$ cat config.mk
export PLATFORM = sky130hd
export DESIGN_NAME = rotate_decimate_address_generator_top
export DESIGN_NICKNAME = d
export VERILOG_FILES = /design/src/rdag_pkg.sv /design/src/rotate_decimate_address_generator_top.sv /design/src/rdag_walker.sv /design/src/rdag_addr_math.sv
export SDC_FILE = /design/constraint.sdc
export NUM_CORES = 2
export LEC_CHECK = 0
export ABC_AREA = 1
export BUFFER_PORTS_ARGS = -buffer_cell sky130_fd_sc_hd__buf_2
export CAP_MARGIN = 5
export CORE_MARGIN = 4
export CORE_UTILIZATION = 30
export CTS_CLUSTER_DIAMETER = 150
export DETAILED_ROUTE_END_ITERATION = 6
export PLACE_DENSITY = 0.5
export SYNTH_ARGS = -nofsm -noshare
export SYNTH_HDL_FRONTEND = slang
export SYNTH_SLANG_ARGS = --single-unit
$ cat constraint.sdc
create_clock -name clk -period 11.85 [get_ports clk]
set_clock_uncertainty 0.05 [all_clocks]
set_input_delay 0 -clock clk [delete_from_list [all_inputs] [get_ports clk]]
set_output_delay 0 -clock clk [all_outputs]
set_load 0.01 [all_outputs]
$ cat src/rdag_pkg.sv
// Shared types, codes and helpers for the rotate/decimate address generator.
package rdag_pkg;

    // Field widths fixed by the register map and the result item
    localparam int DIM_W  = 13;
    localparam int PAD_W  = 8;
    localparam int STEP_W = 5;
    localparam int MODE_W = 3;
    localparam int BPP_W  = 3;
    localparam int ADDR_W = 26;
    localparam int ERR_W  = 2;
    localparam int IDX_W  = 3;
    localparam int DATA_W = 13;

    // Largest frame dimension; larger register values are clipped to it
    localparam int MAX_DIM = 4096;
    localparam logic [DIM_W-1:0] DIM_CAP =
        (MAX_DIM > 8191) ? 13'h1FFF : 13'(MAX_DIM);

    // Orientation codes
    localparam logic [MODE_W-1:0] MODE_NONE   = 3'd0;
    localparam logic [MODE_W-1:0] MODE_ROT90  = 3'd1;
    localparam logic [MODE_W-1:0] MODE_ROT180 = 3'd2;
    localparam logic [MODE_W-1:0] MODE_ROT270 = 3'd3;
    localparam logic [MODE_W-1:0] MODE_MIRROR = 3'd4;

    // Error codes
    localparam logic [ERR_W-1:0] ERR_OK   = 2'd0;
    localparam logic [ERR_W-1:0] ERR_MODE = 2'd1;
    localparam logic [ERR_W-1:0] ERR_SRC  = 2'd2;
    localparam logic [ERR_W-1:0] ERR_DST  = 2'd3;

    // Register indexes
    localparam logic [IDX_W-1:0] CFG_SRC_WIDTH  = 3'd0;
    localparam logic [IDX_W-1:0] CFG_SRC_HEIGHT = 3'd1;
    localparam logic [IDX_W-1:0] CFG_SRC_PAD    = 3'd2;
    localparam logic [IDX_W-1:0] CFG_STEP       = 3'd3;
    localparam logic [IDX_W-1:0] CFG_MODE       = 3'd4;
    localparam logic [IDX_W-1:0] CFG_DST_WIDTH  = 3'd5;
    localparam logic [IDX_W-1:0] CFG_DST_HEIGHT = 3'd6;
    localparam logic [IDX_W-1:0] CFG_BPP        = 3'd7;

    // Configuration as seen by the datapath, dimensions already clipped
    typedef struct packed {
        logic [DIM_W-1:0]  w;
        logic [DIM_W-1:0]  h;
        logic [DIM_W-1:0]  xw;
        logic [DIM_W-1:0]  yh;
        logic [PAD_W-1:0]  pad;
        logic [STEP_W-1:0] step;
        logic [MODE_W-1:0] mode;
        logic [BPP_W-1:0]  bpp;
    } cfg_t;

    // Source and destination position of one pixel
    typedef struct packed {
        logic [DIM_W-1:0] xs;
        logic [DIM_W-1:0] y;
        logic [DIM_W-1:0] xd;
        logic [DIM_W-1:0] yd;
    } pos_t;

    // Walker verdict for the item being accepted
    typedef struct packed {
        logic produce;
        logic last;
        pos_t pos;
    } walk_t;

    // Scaled addresses and limits, signed where they may go negative
    typedef struct packed {
        logic signed [34:0] sa;
        logic signed [32:0] da;
        logic [29:0]        lim_s;
        logic [27:0]        lim_d;
    } calc_t;

    // Clip a dimension register to the supported maximum
    function automatic logic [DIM_W-1:0] sat_dim(input logic [DIM_W-1:0] v);
        return (v > DIM_CAP) ? DIM_CAP : v;
    endfunction

endpackage

$ cat src/rotate_decimate_address_generator_top.sv
// Rotate/decimate address generator: top level with config, pipeline and result stage.
//
// One frame_start/step item may be accepted every clock while in_ready is high; each
// item that lands on a pixel yields one result, offered through four registered stages:
// the frame walker, the row multiplier, the offset and byte-scale stage, and the range
// check with the result register. Items that land on no pixel produce nothing. After an
// error result, items still in flight are dropped up to the next frame_start. The
// configuration port is ready only while no item is in the stages ahead of the result
// register and none is offered, so a write never overtakes an item.
module rotate_decimate_address_generator_top
    import rdag_pkg::*;
(
    input  logic              clk,
    input  logic              rst_n,
    input  logic              in_valid,
    output logic              in_ready,
    input  logic              frame_start,
    output logic              out_valid,
    input  logic              out_ready,
    output logic [ADDR_W-1:0] src_addr,
    output logic [ADDR_W-1:0] dst_addr,
    output logic              last_pixel,
    output logic [ERR_W-1:0]  error_code,
    input  logic              cfg_valid,
    output logic              cfg_ready,
    input  logic [IDX_W-1:0]  cfg_index,
    input  logic [DATA_W-1:0] cfg_data
);

    logic [DIM_W-1:0]  src_width_reg, src_height_reg, dst_width_reg, dst_height_reg;
    logic [PAD_W-1:0]  src_row_pad_reg;
    logic [STEP_W-1:0] step_reg;
    logic [MODE_W-1:0] mode_reg;
    logic [BPP_W-1:0]  bpp_reg;
    cfg_t              cfg;

    walk_t             walk;
    calc_t             calc;
    pos_t              s1_pos_reg;
    logic              s1_valid_reg, s2_valid_reg, s3_valid_reg, out_valid_reg;
    logic              s1_last_reg, s2_last_reg, s3_last_reg;
    logic              s1_fs_reg, s2_fs_reg, s3_fs_reg;
    logic              squash_reg;
    logic              rdy1, rdy2, rdy3, rdy4, keep;
    logic              src_oor, dst_oor;
    logic [ERR_W-1:0]  err_next;
    logic [ADDR_W-1:0] src_addr_reg, dst_addr_reg;
    logic              last_reg;
    logic [ERR_W-1:0]  err_reg;

    // Register writes
    always_ff @(posedge clk or negedge rst_n)
    begin
        if (!rst_n)
        begin
            src_width_reg   <= DIM_W'(1);
            src_height_reg  <= DIM_W'(1);
            src_row_pad_reg <= '0;
            step_reg        <= STEP_W'(1);
            mode_reg        <= MODE_NONE;
            dst_width_reg   <= DIM_W'(1);
            dst_height_reg  <= DIM_W'(1);
            bpp_reg         <= BPP_W'(4);
        end
        else if (cfg_valid && cfg_ready)
        begin
            unique case (cfg_index)
                CFG_SRC_WIDTH:  src_width_reg   <= cfg_data;
                CFG_SRC_HEIGHT: src_height_reg  <= cfg_data;
                CFG_SRC_PAD:    src_row_pad_reg <= cfg_data[PAD_W-1:0];
                CFG_STEP:       step_reg        <= cfg_data[STEP_W-1:0];
                CFG_MODE:       mode_reg        <= cfg_data[MODE_W-1:0];
                CFG_DST_WIDTH:  dst_width_reg   <= cfg_data;
                CFG_DST_HEIGHT: dst_height_reg  <= cfg_data;
                CFG_BPP:        bpp_reg         <= cfg_data[BPP_W-1:0];
                default:        ;
            endcase
        end
    end

    // Clip dimensions and bundle the configuration
    always_comb
    begin
        cfg.w    = sat_dim(src_width_reg);
        cfg.h    = sat_dim(src_height_reg);
        cfg.xw   = sat_dim(dst_width_reg);
        cfg.yh   = sat_dim(dst_height_reg);
        cfg.pad  = src_row_pad_reg;
        cfg.step = step_reg;
        cfg.mode = mode_reg;
        cfg.bpp  = bpp_reg;
    end

    // Stage handshake: each stage loads when empty or when it drains
    assign rdy4      = !out_valid_reg || out_ready;
    assign rdy3      = !s3_valid_reg || rdy4;
    assign rdy2      = !s2_valid_reg || rdy3;
    assign rdy1      = !s1_valid_reg || rdy2;
    assign in_ready  = rdy1;
    assign cfg_ready = !(s1_valid_reg || s2_valid_reg || s3_valid_reg) && !in_valid;
    assign keep      = !squash_reg || s3_fs_reg;

    rdag_walker u_walker (
        .clk         (clk),
        .rst_n       (rst_n),
        .accept      (in_valid && in_ready),
        .frame_start (frame_start),
        .cfg         (cfg),
        .walk        (walk)
    );

    // Hold the walker position of each pixel item
    always_ff @(posedge clk)
    begin
        if (rdy1 && in_valid)
        begin
            s1_pos_reg  <= walk.pos;
            s1_last_reg <= walk.last;
            s1_fs_reg   <= frame_start;
        end
        if (rdy2 && s1_valid_reg)
        begin
            s2_last_reg <= s1_last_reg;
            s2_fs_reg   <= s1_fs_reg;
        end
        if (rdy3 && s2_valid_reg)
        begin
            s3_last_reg <= s2_last_reg;
            s3_fs_reg   <= s2_fs_reg;
        end
    end

    rdag_addr_math u_math (
        .clk      (clk),
        .en_mul   (rdy2 && s1_valid_reg),
        .en_scale (rdy3 && s2_valid_reg),
        .pos      (s1_pos_reg),
        .cfg      (cfg),
        .calc     (calc)
    );

    // Range checks in priority order: mode, source, destination
    always_comb
    begin
        src_oor = calc.sa[34] || (calc.sa[33:0] >= {4'b0000, calc.lim_s})
                  || (calc.sa[33:ADDR_W] != '0);
        dst_oor = calc.da[32] || (calc.da[31:0] >= {4'b0000, calc.lim_d})
                  || (calc.da[31:ADDR_W] != '0);
        if (cfg.mode > MODE_MIRROR)
            err_next = ERR_MODE;
        else if (src_oor)
            err_next = ERR_SRC;
        else if (dst_oor)
            err_next = ERR_DST;
        else
            err_next = ERR_OK;
    end

    // Valid bits and the drop flag that follows an error result
    always_ff @(posedge clk or negedge rst_n)
    begin
        if (!rst_n)
        begin
            s1_valid_reg  <= 1'b0;
            s2_valid_reg  <= 1'b0;
            s3_valid_reg  <= 1'b0;
            out_valid_reg <= 1'b0;
            squash_reg    <= 1'b0;
        end
        else
        begin
            if (rdy1)
                s1_valid_reg <= in_valid && walk.produce;
            if (rdy2)
                s2_valid_reg <= s1_valid_reg;
            if (rdy3)
                s3_valid_reg <= s2_valid_reg;
            if (rdy4)
                out_valid_reg <= s3_valid_reg && keep;
            if (rdy4 && s3_valid_reg && keep)
                squash_reg <= (err_next != ERR_OK);
        end
    end

    // Result register: zero the addresses and end the frame on error
    always_ff @(posedge clk)
    begin
        if (rdy4 && s3_valid_reg && keep)
        begin
            src_addr_reg <= (err_next != ERR_OK) ? '0 : calc.sa[ADDR_W-1:0];
            dst_addr_reg <= (err_next != ERR_OK) ? '0 : calc.da[ADDR_W-1:0];
            last_reg     <= s3_last_reg || (err_next != ERR_OK);
            err_reg      <= err_next;
        end
    end

    assign out_valid  = out_valid_reg;
    assign src_addr   = src_addr_reg;
    assign dst_addr   = dst_addr_reg;
    assign last_pixel = last_reg;
    assign error_code = err_reg;

endmodule

$ cat src/rdag_walker.sv
// Frame walker: row and column counters for source and destination.
module rdag_walker
    import rdag_pkg::*;
(
    input  logic  clk,
    input  logic  rst_n,
    input  logic  accept,
    input  logic  frame_start,
    input  cfg_t  cfg,
    output walk_t walk
);

    logic [DIM_W-1:0]  src_col_reg, src_row_reg, dst_col_reg, dst_row_reg;
    logic [DIM_W-1:0]  src_col_next, src_row_next, dst_col_next, dst_row_next;
    logic              frame_done_reg, frame_done_next;
    logic [DIM_W-1:0]  cur_col, cur_row, cur_dcol, cur_drow;
    logic              cur_done;
    logic [STEP_W-1:0] step;
    logic [DIM_W:0]    nx, ny;

    // Restart at the first pixel on frame start, then advance by the step
    always_comb
    begin
        cur_col  = frame_start ? '0 : src_col_reg;
        cur_row  = frame_start ? '0 : src_row_reg;
        cur_dcol = frame_start ? '0 : dst_col_reg;
        cur_drow = frame_start ? '0 : dst_row_reg;
        cur_done = frame_start ? ((cfg.w == '0) || (cfg.h == '0)) : frame_done_reg;
        step     = (cfg.step == '0) ? STEP_W'(1) : cfg.step;
        nx       = {1'b0, cur_col} + (DIM_W+1)'(step);
        ny       = {1'b0, cur_row} + (DIM_W+1)'(step);

        src_col_next    = cur_col;
        src_row_next    = cur_row;
        dst_col_next    = cur_dcol;
        dst_row_next    = cur_drow;
        frame_done_next = cur_done;
        walk.last       = 1'b0;

        if (!cur_done)
        begin
            if (nx >= {1'b0, cfg.w})
            begin
                src_col_next = '0;
                dst_col_next = '0;
                dst_row_next = cur_drow + DIM_W'(1);
                if (ny >= {1'b0, cfg.h})
                begin
                    walk.last       = 1'b1;
                    frame_done_next = 1'b1;
                    src_row_next    = '0;
                    dst_row_next    = '0;
                end
                else
                begin
                    src_row_next = ny[DIM_W-1:0];
                end
            end
            else
            begin
                src_col_next = nx[DIM_W-1:0];
                dst_col_next = cur_dcol + DIM_W'(1);
            end
        end

        walk.produce = !cur_done;
        walk.pos.xs  = cur_col;
        walk.pos.y   = cur_row;
        walk.pos.xd  = cur_dcol;
        walk.pos.yd  = cur_drow;
    end

    // Advance the counters on every accepted item
    always_ff @(posedge clk or negedge rst_n)
    begin
        if (!rst_n)
        begin
            src_col_reg    <= '0;
            src_row_reg    <= '0;
            dst_col_reg    <= '0;
            dst_row_reg    <= '0;
            frame_done_reg <= 1'b1;
        end
        else if (accept)
        begin
            src_col_reg    <= src_col_next;
            src_row_reg    <= src_row_next;
            dst_col_reg    <= dst_col_next;
            dst_row_reg    <= dst_row_next;
            frame_done_reg <= frame_done_next;
        end
    end

endmodule

$ cat src/rdag_addr_math.sv
// Address arithmetic: multiply stage, then offset and byte-scale stage.
module rdag_addr_math
    import rdag_pkg::*;
(
    input  logic  clk,
    input  logic  en_mul,
    input  logic  en_scale,
    input  pos_t  pos,
    input  cfg_t  cfg,
    output calc_t calc
);

    logic [DIM_W:0]         pitch;
    logic signed [14:0]     rowf, colf, mb, add_d;
    logic [DIM_W-1:0]       ma;
    logic signed [29:0]     prod_s_reg, prod_d_reg;
    logic signed [14:0]     colf_reg, add_d_reg;
    logic [26:0]            lim_ph_reg;
    logic [25:0]            lim_xy_reg;
    logic signed [30:0]     idx_s, idx_d;

    // Pick the row and column terms for the source, flipped for 180 degrees
    always_comb
    begin
        pitch = {1'b0, cfg.w} + (DIM_W+1)'(cfg.pad);
        if (cfg.mode == MODE_ROT180)
        begin
            rowf = $signed({2'b00, cfg.h}) - $signed({2'b00, pos.y}) - 15'sd1;
            colf = $signed({2'b00, cfg.w}) - $signed({2'b00, pos.xs}) - 15'sd1;
        end
        else
        begin
            rowf = $signed({2'b00, pos.y});
            colf = $signed({2'b00, pos.xs});
        end
    end

    // Pick the destination multiplier operands per orientation
    always_comb
    begin
        case (cfg.mode)
            MODE_ROT90:
            begin
                ma    = cfg.yh;
                mb    = $signed({2'b00, pos.xd});
                add_d = $signed({2'b00, cfg.yh}) - $signed({2'b00, pos.yd}) - 15'sd1;
            end
            MODE_ROT270:
            begin
                ma    = cfg.yh;
                mb    = $signed({2'b00, cfg.xw}) - $signed({2'b00, pos.xd}) - 15'sd1;
                add_d = $signed({2'b00, pos.yd});
            end
            MODE_MIRROR:
            begin
                ma    = cfg.xw;
                mb    = $signed({2'b00, pos.yd});
                add_d = $signed({2'b00, cfg.xw}) - $signed({2'b00, pos.xd}) - 15'sd1;
            end
            default:
            begin
                ma    = cfg.xw;
                mb    = $signed({2'b00, pos.yd});
                add_d = $signed({2'b00, pos.xd});
            end
        endcase
    end

    // Multiply stage: row products and frame size products
    always_ff @(posedge clk)
    begin
        if (en_mul)
        begin
            prod_s_reg <= 30'($signed({1'b0, pitch})) * 30'(rowf);
            prod_d_reg <= 30'($signed({2'b00, ma})) * 30'(mb);
            colf_reg   <= colf;
            add_d_reg  <= add_d;
            lim_ph_reg <= 27'(pitch) * 27'(cfg.h);
            lim_xy_reg <= 26'(cfg.xw) * 26'(cfg.yh);
        end
    end

    // Add the column offset, then scale to bytes
    always_comb
    begin
        idx_s = 31'(prod_s_reg) + 31'(colf_reg);
        idx_d = 31'(prod_d_reg) + 31'(add_d_reg);
    end

    always_ff @(posedge clk)
    begin
        if (en_scale)
        begin
            calc.sa    <= 35'(idx_s) * 35'($signed({1'b0, cfg.bpp}));
            calc.da    <= 33'(idx_d) * 33'sd3;
            calc.lim_s <= 30'(lim_ph_reg) * 30'(cfg.bpp);
            calc.lim_d <= 28'(lim_xy_reg) * 28'd3;
        end
    end

endmodule

# Word level (Yosys, flattened, before mapping)
# Index checks and enable logic that the tools add are counted.
[totals]
ff_bits = 510
output_inout_bits = 58
word_cells = 163
[classes]
addsub = 15
mul = 8
magnitude_cmp = 9
eq_ne = 11
n_mux = 31
n_reduce_logical = 46
[ops]
columns = ["cell", "n"]
rows = [
  ["$mux W13", 20],
  ["$sub A13 B13 Y14", 4],
  ["$gt A13 B13 Y1 const B", 4],
  ["$pmux W15 S3", 1],
  ["$sub A15 B2 Y15 const B", 3],
  ["$mul A31 B4 Y35", 1],
  ["$ge A34 B30 Y1", 1],
  ["$mul A31 B3 Y33 const B", 1],
  ["$ge A32 B28 Y1", 1],
  ["$add A30 B15 Y31", 1],
  ["$add A29 B15 Y30", 1],
  ["$mul A15 B15 Y30", 1],
  ["$mul A27 B3 Y30", 1],
  ["$pmux W15 S2", 1],
  ["$mul A14 B15 Y29", 1],
  ["$add A13 B5 Y14", 2],
  ["$ge A14 B13 Y1", 2],
  ["$mul A26 B2 Y28 const B", 1],
  ["$mul A14 B13 Y27", 1],
  ["$add A13 B1 Y13 const B", 2],
  ["$logic_not A13 Y1", 2],
  ["$mul A13 B13 Y26", 1],
  ["$reduce_and A2 Y1", 8],
  ["$eq A3 B3 Y1 const B", 5],
  ["other kinds (18)", 54],
]

# Logic depth before layout (Yosys ltp)
[logic_depth]
depth_word = 8
ltp_mapped = 49
ltp_nobuf = 48

# By module
# A second synthesis with hierarchy kept.
[hier_totals]
hier_cells = 8255
hier_area_um2 = 65844.4
[modules_own_cells]
columns = ["module", "instances", "cells_per_inst", "area_each_um2", "seq_area_each_um2"]
rows = [
  ["rdag_addr_math", 1, 6516, 51503.1, 8047.7],
  ["rotate_decimate_address_generator_top", 1, 916, 9054.9, 5302.6],
  ["rdag_walker", 1, 823, 5286.3, 1327.5],
]

# Worst setup path after synthesis
# OpenSTA, ideal clock, no wires.
[synth_timing]
path_kind = "flip-flop to flip-flop"
start = "reg src_height_reg[1]"
end = "reg u_math.prod_s_reg[28], data pin"
setup_time_ns = 0.258
arrival_ns = 8.075
required_time_ns = 11.542
slack_ns = 3.467
path_stages_with_launch = 45
path_buffers = 2
synth_period_minus_slack_ns = 8.383
path_cell_list = "dfrtp_1 -> inv_1 -> nand2_1 -> nor3_1 -> nand2_1 -> o31ai_1 -> clkinv_1 -> nor2_1 -> inv_1 -> clkbuf_1 -> ha_1 -> inv_1 -> fa_1 -> inv_1 -> ha_1 -> inv_1 -> nor2_1 -> nand3_1 -> [... 9 more ...] -> fa_1 -> inv_1 -> fa_1 -> inv_1 -> fa_1 -> fa_1 -> inv_1 -> fa_1 -> inv_1 -> ha_1 -> a21oi_1 -> o21ai_0 -> a21oi_1 -> a21boi_0 -> o21bai_1 -> nand3b_1 -> nand3_1 -> xor2_1"
[synth_between]
elab_chain_cells = 6
[synth_lines]
columns = ["item", "line_no", "source"]
rows = [
  ["start, declared", "rotate_decimate_address_generator_top.sv:30", "logic [DIM_W-1:0] src_width_reg, src_height_reg, dst_width_reg, dst_height_reg;"],
  ["start signal, assigned", "rotate_decimate_address_generator_top.sv:69", "CFG_SRC_HEIGHT: src_height_reg <= cfg_data;"],
  ["$gt A13 B13 Y1", "rdag_pkg.sv:80", "return (v > DIM_CAP) ? DIM_CAP : v;"],
  ["$mux W13 *", "rdag_pkg.sv:80", ""],
  ["$sub A13 B13 Y14 *", "rdag_addr_math.sv:28", "rowf = $signed({2'b00, cfg.h}) - $signed({2'b00, pos.y}) - 15'sd1;"],
  ["$sub A15 B2 Y15 *", "rdag_addr_math.sv:28", ""],
  ["$mux W15 *", "rdag_addr_math.sv:26", "if (cfg.mode == MODE_ROT180)"],
  ["$mul A15 B15 Y30 *", "rdag_addr_math.sv:74", "prod_s_reg <= 30'($signed({1'b0, pitch})) * 30'(rowf);"],
  ["end signal, assigned", "rdag_addr_math.sv:74", ""],
  ["end, declared", "rdag_addr_math.sv:16", "logic signed [29:0] prod_s_reg, prod_d_reg;"],
]
# Mark *: on every way between the ends. The rest lies on a longest branch, timed or not.
# A chain may end at the register's enable or synchronous reset.

# Final worst setup path
[layout_timing]
start = "reg src_height_reg[12]"
end = "reg u_math.prod_s_reg[28], data pin"
# The elaborated chain is that of the path after synthesis.

==> metrics.txt <==
# TYPE chip_impl_metric gauge
chip_impl_metric{name="setup_viol",unit=""} 0
chip_impl_metric{name="clkLatencyLatePin",unit="ns"} 0.69
chip_impl_metric{name="wire_per_inst",unit="um"} 18.1
chip_impl_metric{name="final_cell_area",unit="um2"} 71400
chip_impl_metric{name="flip_flop_count_of_the_largest_register_all_copies_and_words_added",unit=""} 126
chip_impl_metric{name="grt_usage",unit="%"} 18.0
chip_impl_metric{name="drt-vias-per-instance",unit=""} 4.79
chip_impl_metric{name="required",unit="ns"} 12.22
chip_impl_metric{name="dpl-instance-area",unit="um2"} 68500
chip_impl_info{name="clock_tree_from_tritoncts",value="yes"} 1
chip_impl_metric{name="synth_cell_types",unit=""} 71
chip_impl_metric{name="core_rows",unit=""} 170
chip_impl_metric{name="path_buf_inv",unit=""} 7
chip_impl_metric{name="ctsResizeCount",unit=""} 0
chip_impl_info{name="end_kind",value="flip-flop"} 1
chip_impl_metric{name="timing.fmax",unit="MHz"} 100
chip_impl_metric{name="finalWirelength",unit="mm"} 200
chip_impl_metric{name="cp.arrival",unit="ns"} 10.32
chip_impl_info{name="outcome",value="completed"} 1
chip_impl_info{name="layout_commonest_cell",value="sky130_fd_sc_hd__inv_1"} 1
chip_impl_metric{name="finalWeightedCongestion",unit=""} 0.924
chip_impl_metric{name="hold_viol",unit=""} 0
chip_impl_metric{name="antenna_found_initial",unit=""} 3
chip_impl_metric{name="timing.max_cap.violations",unit=""} 0
chip_impl_metric{name="slew-limit-headroom",unit="%"} 15.6
chip_impl_metric{name="clk_pin_slew_worst_paths",unit="ns"} 0.06
chip_impl_metric{name="finalNonFillerCells",unit=""} 11000
chip_impl_metric{name="global_route.overflow_total",unit=""} 0
chip_impl_metric{name="synthArstFlopShare",unit="%"} 25.3
chip_impl_metric{name="post-cts-setup-buffers",unit=""} 0
chip_impl_metric{name="die_h",unit="um"} 473
chip_impl_metric{name="highest_fanout_seen_on_the_critical_path",unit=""} 18
chip_impl_metric{name="synth-edff-count",unit=""} 381
chip_impl_metric{name="placed_cells",unit=""} 10800
chip_impl_info{name="synth_flop_cell",value="sky130_fd_sc_hd__edfxtp_1"} 1
chip_impl_metric{name="worst_pin_slew",unit="ns"} 1.25
chip_impl_metric{name="number_of_global_route_vias_before_repair",unit=""} 54900
chip_impl_info{name="cts_root_buf",value="sky130_fd_sc_hd__clkbuf_16"} 1
chip_impl_metric{name="layout.nets",unit=""} 9523
chip_impl_metric{name="cts.sink_count",unit=""} 510
chip_impl_metric{name="finalSetupTns",unit="ns"} 0
chip_impl_info{name="crit_path_frequent_cell",value="sky130_fd_sc_hd__fa_1"} 1
chip_impl_metric{name="syn-instance-count",unit=""} 7997
chip_impl_metric{name="core",unit="um2"} 215000
chip_impl_metric{name="dr.pass1.iters",unit=""} 6
chip_impl_metric{name="syn-cell-area",unit="um2"} 64800
chip_impl_info{name="hold_class",value="input pin to flip-flop"} 1
chip_impl_metric{name="layout-drive-gt1-share",unit="%"} 4.58
chip_impl_metric{name="floorplan.initialDensity",unit="%"} 30.2
chip_impl_metric{name="ctsHoldBuffers",unit=""} 49
chip_impl_metric{name="max-clock-path-buffers",unit=""} 3
chip_impl_metric{name="drt_iter0_drc",unit=""} 3215
chip_impl_metric{name="hpwl_reported_at_the_end_of_detailed_placement",unit="mm"} 165
chip_impl_metric{name="die-area",unit="um2"} 223000
chip_impl_metric{name="final.min_clock_period",unit="ns"} 9.95
chip_impl_metric{name="postLayoutCoreUtil",unit="%"} 33.3
chip_impl_info{name="cp_top_family",value="adder cells"} 1
chip_impl_metric{name="ff_latch_count_synth",unit=""} 510
chip_impl_metric{name="ant_nets",unit=""} 0
chip_impl_metric{name="cts.htree.levels",unit=""} 3
chip_impl_info{name="setup.worst_path.start_class",value="flip-flop"} 1
chip_impl_metric{name="critPathMaxStageDelay",unit="ns"} 0.86
chip_impl_metric{name="syn_to_final_growth",unit="%"} 10.2
chip_impl_metric{name="synth.yosys.seq_area_share",unit="%"} 22.7
chip_impl_metric{name="tritoncts.num_buffers",unit=""} 67
chip_impl_metric{name="maximum_number_of_pins_on_one_net_before_global_route_repair",unit=""} 79
chip_impl_metric{name="route.detailed.drc",unit=""} 0
chip_impl_metric{name="final.period_utilization",unit="%"} 84.0
chip_impl_info{name="worst-setup-path-type",value="flip-flop to flip-flop"} 1
chip_impl_metric{name="routed-via-count",unit=""} 52700
chip_impl_info{name="top_library_cells_by_usage_in_the_layout_fill_and_taps_aside",value="sky130_fd_sc_hd__inv_1, sky130_fd_sc_hd__nand2_1, sky130_fd_sc_hd__nor2_1, sky130_fd_sc_hd__ha_1, sky130_fd_sc_hd__fa_1"} 1
chip_impl_metric{name="synth.avg_cell_area",unit="um2"} 8.10
chip_impl_metric{name="slew_viol_final",unit=""} 0
chip_impl_metric{name="dieWidth",unit="um"} 473
chip_impl_info{name="crit_slowest_cell",value="sky130_fd_sc_hd__dfrtp_1"} 1
chip_impl_metric{name="total_of_warnings_raised_by_yosys",unit=""} 0
chip_impl_metric{name="io-pin-count",unit=""} 80
chip_impl_info{name="rsz_0062_raised_after_global_routing",value="no"} 1
chip_impl_metric{name="grt_first_pass_wirelength",unit="mm"} 316
chip_impl_metric{name="numPortBuffers",unit=""} 79
[cell usage after synthesis (all sizes together) (106+ instances only)]
cell type  count  area [um2]
ha           723        9050
nand2       1637        6270
inv         1654        6210
o21ai        320        1620
edfxtp       381       11400
clkbuf       106         398
nand3        298        1560
dfrtp        122        3050
fa           667       13400
a21oi        418        2110
xor2         224        2000
nor2         809        3120
[area by class of cell]
class | count | area (um2)
fill | 22600 | 143000
multi-input combinational | 5696 | 43300
sequential | 510 | 14700
inverter | 1668 | 6280
tap | 2838 | 3550
clock buffer | 81 | 1810
timing repair buffer | 168 | 1210
clock inverter | 40 | 544
antenna | 2 | 5.00
[per-layer routing]
| metal | up-vias | GRT usage [%] | wire, um |
|---|---|---|---|
| met5 | - | 0 | 0 |
| met4 | 0 | 6.11 | 6990 |
| met3 | 259 | 1.71 | 7650 |
| met2 | 1205 | 32.4 | 99400 |
| met1 | 25700 | 22.6 | 85600 |
| li1 | 25500 | - | - |
[cells by family after synthesis]
group	count (synthesis)	synth area share, %
xor+xnor	326	4.47
simple gates	3009	19.5
fa+ha+maj	1390	34.6
compound gates	944	8.16
flops	510	22.7
other cells	2	0.0116
buf+inv	1816	10.7
[tightest hold or removal path, stage by stage]
cell,delay (ns)
sky130_fd_sc_hd__buf_2,0.10
sky130_fd_sc_hd__nand2_1,0.19
sky130_fd_sc_hd__nor2_1,0.11
sky130_fd_sc_hd__nand2_1,0.26
sky130_fd_sc_hd__o21ai_0,0.13
[stage by stage]
stage | setup slack, ns | hold slack [ns]
4_1_cts | 1.97 | 0.0292
6_report | 1.90 | 0.0888
2_1_floorplan | 3.47 | -0.346
3_5_place_dp | 2.02 | -0.0242
3_3_place_gp | 2.20 | -0.0288
5_1_grt | 1.18 | 0.0978
[path summary, 6_finish.rpt]
check	slack [ns]	end	cells past startpoint	startpoint
setup / recovery	1.90	u_math.prod_s_reg[28]	33	src_height_reg[12]
hold / removal	0.09	bpp_reg[2]	5	cfg_valid
setup reg to reg	1.90	u_math.prod_s_reg[28]	33	src_height_reg[12]
hold reg to reg	0.36	s3_last_reg	0	s2_last_reg
max in group asynchronous	10.27	u_walker.dst_col_reg[8]	4	rst_n
min in group asynchronous	0.36	dst_height_reg[0]	3	rst_n
Power is left out: the tool's default activity adds up to more than one toggle a clock period on the data nets, which glitch-free logic cannot reach.
